## src/design/quicksort_engine_assert.svh

```systemverilog
// assertion macros shared by the quicksort engine modules
// depends on nothing; included inside module bodies
`ifndef QUICKSORT_ENGINE_ASSERT_SVH
`define QUICKSORT_ENGINE_ASSERT_SVH

// implication checked every clock, quiet during reset
`define QS_ASSERT_IMP(label, clk, rst, ante, cons, msg) \
   label: assert property (@(posedge clk) disable iff (rst) (ante) |-> (cons)) \
      else $error(msg);

// next-cycle implication
`define QS_ASSERT_NEXT(label, clk, rst, ante, cons, msg) \
   label: assert property (@(posedge clk) disable iff (rst) (ante) |=> (cons)) \
      else $error(msg);

`endif

```

## src/design/qs_pkg.sv

```systemverilog
// shared types and constants for the quicksort engine
// depends on nothing
`default_nettype none
package qs_pkg;
   localparam int MaxItems   = 64;
   localparam int ValueBits  = 32;
   localparam int IdxBits    = $clog2(MaxItems);
   localparam int CntBits    = $clog2(MaxItems + 1);
   localparam int StackDepth = IdxBits + 2;
   localparam int StkBits    = $clog2(StackDepth);
   localparam int SpBits     = $clog2(StackDepth + 1);

   typedef struct packed {
      logic signed [ValueBits-1:0] value;
      logic                        last;
   } req_type;

   typedef struct packed {
      logic signed [ValueBits-1:0] value_res;
      logic                        last_res;
      logic                        dropped;
   } rsp_type;

   // signed compare as unsigned key
   function automatic logic [ValueBits-1:0] key_of(input logic [ValueBits-1:0] v);
      key_of = v ^ {1'b1, {(ValueBits-1){1'b0}}};
   endfunction
endpackage
`default_nettype wire

```

## src/design/quicksort_engine.sv

```systemverilog
// quicksort engine top level on qs_pkg, qs_ram and quicksort_engine_assert.svh
// load: one transfer per cycle while in S_LOAD; sorts in place
// sort: each range is partitioned around its pivot, and the smaller side is popped first
// output: after the sort ends, results are read from the ram in order, one per cycle unless stalled
// input stalls from the last item until the final result is registered
// reset clears count, drop flag, stack pointer, output valid and the sequencer; ram is not cleared
`default_nettype none
module quicksort_engine (
   input  wire logic             clock,
   input  wire logic             reset,
   input  wire logic             req_valid,
   output logic                  req_stall,
   input  wire qs_pkg::req_type  req_data,
   output logic                  rsp_valid,
   input  wire logic             rsp_stall,
   output qs_pkg::rsp_type       rsp_data
);
   import qs_pkg::*;

   // sequencer states
   localparam logic [3:0] S_LOAD = 4'd0,  S_POP    = 4'd1,  S_RDF  = 4'd2,  S_RDM  = 4'd3,
                          S_RDL  = 4'd4,  S_CHOOSE = 4'd5,  S_SW3  = 4'd6,  S_LOR  = 4'd7,
                          S_LOC  = 4'd8,  S_HIC    = 4'd9,  S_XW2  = 4'd10, S_XR2  = 4'd11,
                          S_XW1  = 4'd12, S_PUSH   = 4'd13, S_OUTR = 4'd14, S_OUTD = 4'd15;

   logic [3:0]           state_ff, state_in;
   logic [CntBits-1:0]   count_ff, count_in;
   logic                 drop_ff, drop_in;
   logic [SpBits-1:0]    sp_ff, sp_in;
   // range stack is small (log depth), held in flops, read only at top
   logic [IdxBits-1:0]   stk_s_ff [StackDepth];
   logic [CntBits-1:0]   stk_n_ff [StackDepth];
   logic [IdxBits-1:0]   s_ff, s_in;
   logic [CntBits-1:0]   n_ff, n_in;
   logic [IdxBits-1:0]   lo_ff, lo_in, hi_ff, hi_in;
   logic [ValueBits-1:0] f_ff, f_in, m_ff, m_in, pv_ff, pv_in, t_ff, t_in;
   logic                 push_ok, push1, push2;
   logic [IdxBits-1:0]   ps1, ps2;
   logic [CntBits-1:0]   pn1, pn2;
   logic [StkBits-1:0]   top_idx, wr1_idx, wr2_idx;

   // ram port
   logic                 we;
   logic [IdxBits-1:0]   addr;
   logic [ValueBits-1:0] wdata, rdata;
   logic [IdxBits-1:0]   end_off, mid_off, pa;
   logic [CntBits-1:0]   ln, rn;

   // output register, one entry
   logic                 ovalid_ff, ovalid_in;
   rsp_type              odata_ff, odata_in;
   logic [IdxBits-1:0]   oidx_ff, oidx_in;
   logic                 rsp_held;

   qs_ram #(.Width(ValueBits), .Depth(MaxItems)) u_store (
      .clock (clock), .we (we), .addr (addr), .wdata (wdata), .rdata (rdata)
   );

   assign rsp_valid = ovalid_ff;
   assign rsp_data  = odata_ff;
   assign req_stall = (state_ff != S_LOAD);
   assign rsp_held  = rsp_valid && rsp_stall;

   // offsets inside the current range
   assign end_off = IdxBits'(n_ff - CntBits'(1));
   assign mid_off = IdxBits'(n_ff >> 1);
   // sizes of the two sides around the placed pivot
   assign ln = CntBits'(lo_ff);
   assign rn = CntBits'(n_ff - CntBits'(lo_ff) - CntBits'(1));

   // stack slots: pop from the top, push up to two above it
   assign push1   = (pn1 > CntBits'(1));
   assign push2   = (pn2 > CntBits'(1));
   assign top_idx = StkBits'(sp_ff - SpBits'(1));
   assign wr1_idx = StkBits'(sp_ff);
   assign wr2_idx = StkBits'(sp_ff + SpBits'(push1));

   always_comb begin
      state_in = state_ff; count_in = count_ff; drop_in = drop_ff; sp_in = sp_ff;
      s_in = s_ff; n_in = n_ff; lo_in = lo_ff; hi_in = hi_ff;
      f_in = f_ff; m_in = m_ff; pv_in = pv_ff; t_in = t_ff;
      ovalid_in = ovalid_ff; odata_in = odata_ff; oidx_in = oidx_ff;
      we = 1'b0; addr = '0; wdata = '0; pa = '0;
      push_ok = 1'b0; ps1 = '0; pn1 = '0; ps2 = '0; pn2 = '0;
      // output register frees when its transfer is taken
      if (ovalid_ff && !rsp_stall) begin
         ovalid_in = 1'b0;
      end
      case (state_ff)
         S_LOAD: begin
            if (req_valid) begin
               // store while room is left, else flag the drop
               if (count_ff < CntBits'(MaxItems)) begin
                  we = 1'b1; addr = IdxBits'(count_ff); wdata = req_data.value;
                  count_in = count_ff + CntBits'(1);
               end else begin
                  drop_in = 1'b1;
               end
               if (req_data.last) begin
                  // whole set is the first range; a single element needs no sort
                  s_in = '0; n_in = count_in; oidx_in = '0;
                  state_in = (count_in > CntBits'(1)) ? S_RDF : S_OUTR;
               end
            end
         end
         S_POP: begin
            if (sp_ff == '0) begin
               state_in = S_OUTR;
            end else begin
               sp_in = sp_ff - SpBits'(1);
               s_in = stk_s_ff[top_idx]; n_in = stk_n_ff[top_idx];
               state_in = S_RDF;
            end
         end
         S_RDF: begin
            addr = s_ff; state_in = S_RDM;
         end
         S_RDM: begin
            // rdata holds the first element
            f_in = rdata; addr = s_ff + mid_off; state_in = S_RDL;
         end
         S_RDL: begin
            // rdata holds the middle element
            m_in = rdata; addr = s_ff + end_off; state_in = S_CHOOSE;
         end
         S_CHOOSE: begin
            // rdata holds the last element; middle or first if it lies between the other and the last, else the last
            if (key_of(f_ff) <= key_of(m_ff) && key_of(m_ff) <= key_of(rdata)) begin
               pa = mid_off; pv_in = m_ff;
            end else if (key_of(m_ff) <= key_of(f_ff) && key_of(f_ff) <= key_of(rdata)) begin
               pa = '0; pv_in = f_ff;
            end else begin
               pa = end_off; pv_in = rdata;
            end
            // last element moves to the pivot place
            we = 1'b1; addr = s_ff + pa; wdata = rdata; state_in = S_SW3;
         end
         S_SW3: begin
            // pivot goes to the end of the range
            we = 1'b1; addr = s_ff + end_off; wdata = pv_ff;
            lo_in = '0; hi_in = end_off; state_in = S_LOR;
         end
         S_LOR: begin
            addr = s_ff + lo_ff;
            state_in = (lo_ff < hi_ff) ? S_LOC : S_XR2;
         end
         S_LOC: begin
            // low scan, one element per cycle
            if (lo_ff < end_off && key_of(rdata) <= key_of(pv_ff)) begin
               lo_in = lo_ff + IdxBits'(1); addr = s_ff + lo_in;
            end else begin
               t_in = rdata; addr = s_ff + hi_ff; state_in = S_HIC;
            end
         end
         S_HIC: begin
            // high scan, one element per cycle
            if (hi_ff != '0 && key_of(rdata) >= key_of(pv_ff)) begin
               hi_in = hi_ff - IdxBits'(1); addr = s_ff + hi_in;
            end else if (lo_ff < hi_ff) begin
               we = 1'b1; addr = s_ff + lo_ff; wdata = rdata; state_in = S_XW2;
            end else begin
               state_in = S_LOR;
            end
         end
         S_XW2: begin
            we = 1'b1; addr = s_ff + hi_ff; wdata = t_ff; state_in = S_LOR;
         end
         S_XR2: begin
            // place the pivot where the scans met
            t_in = rdata; we = 1'b1; addr = s_ff + lo_ff; wdata = pv_ff;
            state_in = S_XW1;
         end
         S_XW1: begin
            we = 1'b1; addr = s_ff + end_off; wdata = t_ff; state_in = S_PUSH;
         end
         S_PUSH: begin
            // larger side pushed first, smaller popped first
            if (ln >= rn) begin
               ps1 = s_ff; pn1 = ln; ps2 = s_ff + lo_ff + IdxBits'(1); pn2 = rn;
            end else begin
               ps1 = s_ff + lo_ff + IdxBits'(1); pn1 = rn; ps2 = s_ff; pn2 = ln;
            end
            push_ok = 1'b1;
            sp_in = sp_ff + SpBits'(pn1 > CntBits'(1)) + SpBits'(pn2 > CntBits'(1));
            state_in = S_POP;
         end
         S_OUTR: begin
            addr = oidx_ff; state_in = S_OUTD;
         end
         S_OUTD: begin
            // re-read the same entry while the output register is busy
            addr = oidx_ff;
            if (!ovalid_in) begin
               ovalid_in = 1'b1;
               odata_in.value_res = rdata;
               odata_in.last_res  = (CntBits'(oidx_ff) + CntBits'(1) == count_ff);
               odata_in.dropped   = drop_ff;
               if (odata_in.last_res) begin
                  count_in = '0; drop_in = 1'b0; sp_in = '0; state_in = S_LOAD;
               end else begin
                  oidx_in = oidx_ff + IdxBits'(1); addr = oidx_in;
               end
            end
         end
         default: state_in = S_LOAD;
      endcase
   end

   always_ff @(posedge clock) begin
      if (reset) begin
         state_ff <= S_LOAD; count_ff <= '0; drop_ff <= 1'b0; sp_ff <= '0;
         ovalid_ff <= 1'b0;
      end else begin
         state_ff <= state_in; count_ff <= count_in; drop_ff <= drop_in; sp_ff <= sp_in;
         ovalid_ff <= ovalid_in;
      end
   end

   always_ff @(posedge clock) begin
      s_ff <= s_in; n_ff <= n_in; lo_ff <= lo_in; hi_ff <= hi_in;
      f_ff <= f_in; m_ff <= m_in; pv_ff <= pv_in; t_ff <= t_in;
      odata_ff <= odata_in; oidx_ff <= oidx_in;
      for (int i = 0; i < StackDepth; i++) begin
         if (push_ok && push2 && wr2_idx == StkBits'(i)) begin
            stk_s_ff[i] <= ps2; stk_n_ff[i] <= pn2;
         end else if (push_ok && push1 && wr1_idx == StkBits'(i)) begin
            stk_s_ff[i] <= ps1; stk_n_ff[i] <= pn1;
         end
      end
   end

   `include "quicksort_engine_assert.svh"
   `QS_ASSERT_IMP(a_stall_load, clock, reset, !req_stall, state_ff == S_LOAD, "early accept")
   `QS_ASSERT_IMP(a_count, clock, reset, 1'b1, count_ff <= CntBits'(MaxItems), "count overflow")
   `QS_ASSERT_IMP(a_stack, clock, reset, 1'b1, sp_ff <= SpBits'(StackDepth), "stack overflow")
   `QS_ASSERT_NEXT(a_hold, clock, reset, rsp_held, rsp_valid && $stable(rsp_data), "result moved")
endmodule
`default_nettype wire

```

## src/design/qs_ram.sv

```systemverilog
// generic single port ram with registered read
// depends on nothing
`default_nettype none
module qs_ram #(
   parameter int Width = 32,
   parameter int Depth = 64
) (
   input  wire logic                     clock,
   input  wire logic                     we,
   input  wire logic [$clog2(Depth)-1:0] addr,
   input  wire logic [Width-1:0]         wdata,
   output logic      [Width-1:0]         rdata
);
   logic [Width-1:0] mem [Depth];

   always_ff @(posedge clock) begin
      if (we) begin
         mem[addr] <= wdata;
      end
      rdata <= mem[addr];
   end
endmodule
`default_nettype wire
```

## config.mk

```make
export PLATFORM = sky130hd
export DESIGN_NAME = quicksort_engine
export DESIGN_NICKNAME = d
export VERILOG_FILES = /design/src/design/qs_pkg.sv /design/src/design/quicksort_engine.sv /design/src/design/qs_ram.sv
export VERILOG_INCLUDE_DIRS = /design/src /design/src/design
export SDC_FILE = /design/constraint.sdc
export NUM_CORES = 2
export LEC_CHECK = 0
export BUFFER_PORTS_ARGS = -buffer_cell sky130_fd_sc_hd__clkbuf_2
export CORE_ASPECT_RATIO = 1.2
export CORE_MARGIN = 3
export CORE_UTILIZATION = 45
export DETAILED_ROUTE_END_ITERATION = 8
export REMOVE_ABC_BUFFERS = 1
export SETUP_SLACK_MARGIN = 0.5
export SLEW_MARGIN = 20
export SYNTH_ARGS = -nofsm -noshare
export SYNTH_HDL_FRONTEND = slang
export SYNTH_SLANG_ARGS = --single-unit
```

## constraint.sdc

```tcl
create_clock -name clock -period 16.2 [get_ports clock]
set_input_delay 1.62 -clock clock [delete_from_list [all_inputs] [get_ports clock]]
set_output_delay 1.62 -clock clock [all_outputs]
set_load 0.03 [all_outputs]
```

==> results.ini <==
[synthesis]
ys_warn_count = 0
ys_seq_area_share_pct = 70.8
synth-seq-cells = 2394
synth_mux_area_share_pct = 6.35
async_flop_share_pct = 0
syn_area_per_cell_um2 = 14.7
synthSimpleGateAreaFrac_pct = 8.23
ys_types = 90
synthAdderAreaFrac_pct = 2.50
syn_inst = 6882
synth-edff-count = 2345
synth_ff_type = edfxtp_1
synth-compound-area-share_pct = 8.94
netlist_area_mm2 = 0.101
synth_top_family_by_area = compound AO/OA/AOI/OAI gates
synth_xor_area_share_pct = 0.720

[placed_design]
dp_hpwl_mm = 178
place_area_mm2 = 0.106
numPortBuffers = 72
gp_congestion = 0.890

[global_route]
first_global_vias = 61300
grt_use_total_pct = 26.3
grt_antenna_before_repair = 13
grt_max_degree = 143
grt_pass1_wl_mm = 442
overflow = 0

[detailed_routing]
drc = 0
drtIter0Drc = 7593
wl_mm = 309
postRouteAntennaNets = 0
viasPerCell = 6.21
num_vias = 63000
wl_per_cell_um = 30.5
drt_first_pass_iters = 7

[timing]
worstMarginPinSlew_ns = 1.17
relSlewSlack_pct = 21.3
setup_viol = 0
drv_slew = 0
fmax_mhz = 99.0
min_period_ns = 10.10
hold_viol_final = 0
rsz0062_at_grt = false
setup_tns_ns = 0
fin_skew_ns = 0.0392
post-route-period-util_pct = 62.4

[finish]
mostFrequentLayoutCell = edfxtp_1
nets = 7213
drive_above_1_share_pct = 12.1
area_growth_pct = 12.2
final_area_mm2 = 0.113
final.fill_count = 18500
layout_common_cells = edfxtp_1, nand2_1, mux2i_1

[critical_path]
max_stage_delay_ns = 1.00
required_ns = 16.75
worstPathArrival_ns = 10.66
cp_top_family = compound AO/OA/AOI/OAI gates
cp-start-kind = register
worstSetupPathType = reg2reg
cp_cell_sequence = inv_1, ha_1, nand4_1, nor4_1, nand3_1, a221oi_1, nand2_2, a31oi_1, o21ai_0, ha_1, a221o_1, a2111o_1, and3b_2, buf_4, and3_4, buf_12, buf_4, mux2i_1, mux2i_1, mux2i_1, a211o_1, o311ai_2
path_buf_inv = 4
crit_path_end_kind = register
cp_slowest_cell = dfxtp_1
critPathMostFrequentCell = mux2i_1
path_max_fanout = 96

[cts]
cts_max_level = 4
clockBufferDepth = 3
clk_latency_ns = 0.88
cts_tree = built
postCtsHoldBufs = 0
cts_buffers = 232
cts_resized = 0
cts_sinks = 2394
clock-root-buffer = clkbuf_16
post_cts_buffers = 0
clk_pin_slew_ns = 0.06

[flow_run]
maxCapViolCount = 0

[floorplan]
die-height_um = 525
die_area_mm2 = 0.230
core_mm2 = 0.222
rows = 189
io_pins = 73
initial_core_util_pct = 45.5
die_x_um = 438

[hold_path]
hp-class = reg2reg

[outcome]
status = complete, no violations

## routing by layer
metal  global-route usage (%)  vias up  share of wire (%)
met2                     43.1     3103                 48
met4                     8.88        8                3.4
met3                     4.90      510                8.9
met5                        0        -              0.019
met1                     35.4    32200                 39
li1                         -    27100                  -
## synth_stat cells (40+ instances only)
library cell	instances	area, um2
dfxtp_1	49	981
and4_1	81	709
a221oi_1	93	815
inv_1	143	537
nor4_1	44	275
clkbuf_1	223	837
nand3_1	180	901
a222oi_1	58	581
nand2_1	1060	3980
buf_1	40	150
a311oi_1	90	788
o21ai_0	98	490
a211oi_1	120	901
nor2_1	230	863
a21oi_1	253	1270
buf_2	137	686
a32o_1	152	1520
nand4_1	64	400
xnor2_1	46	403
nor3_1	87	435
edfxtp_1	2345	70400
mux2i_1	537	5380
ha_1	190	2380
## layout make-up
cell class | count | area [um2] | area share, %
flip-flops and latches | 2394 | 71400 | 63.1
multi-input cells | 3908 | 27900 | 24.7
clock buffers | 296 | 6210 | 5.49
well taps | 2960 | 3700 | 3.27
repair buffers | 299 | 2230 | 1.97
clock inverters | 133 | 1100 | 0.973
inverters | 144 | 541 | 0.478
diodes | 4 | 10.0 | 0.00885
## state kept, by name, indices dropped and copies added, names as in the netlist, 4 cells and up
register,count
m_ff,32
hi_ff,6
u_store.mem,2048
state_ff,4
sp_ff,4
t_ff,32
stk_n_ff,56
s_ff,6
pv_ff,32
oidx_ff,6
n_ff,7
lo_ff,6
count_ff,7
rsp_data,34
stk_s_ff,48
f_ff,32
u_store.rdata,32
## path summary, 6_finish.rpt
path                                                start                        to  slack, ns  depth (start not counted)
worst max-delay path            u_store.rdata[25]$_DFF_P_  u_store.rdata[6]$_DFF_P_       6.10                         22
worst min register to register       drop_ff$_SDFFE_PP0P_     rsp_data[0]$_DFFE_PP_       0.45                          0
worst min-delay path                 drop_ff$_SDFFE_PP0P_     rsp_data[0]$_DFFE_PP_       0.45                          0
worst max register to register  u_store.rdata[25]$_DFF_P_  u_store.rdata[6]$_DFF_P_       6.10                         22
## stage by stage
step	cells	utilization, %	worst slack, ns	hold WS [ns]
finish	10100	51.0	6.10	0.451
CTS	10100	51.0	6.16	0.457
floorplan	6446	-	-13.21	0.409
global route	10100	51.0	5.89	0.479
global placement	9696	47.6	4.93	0.429
detailed placement	9705	47.7	6.19	0.440
## cell families after synthesis
logic type,Yosys count
DFF,2394
and+or+nand+nor,1850
AOI/OAI and AO/OA,1183
muxes,602
buffers and inverters,580
adders and majority gates,197
xor gates and xnor gates,76
Power is not shown: default switching activity piles up to over one toggle a cycle in this logic, so the estimate is an artifact.
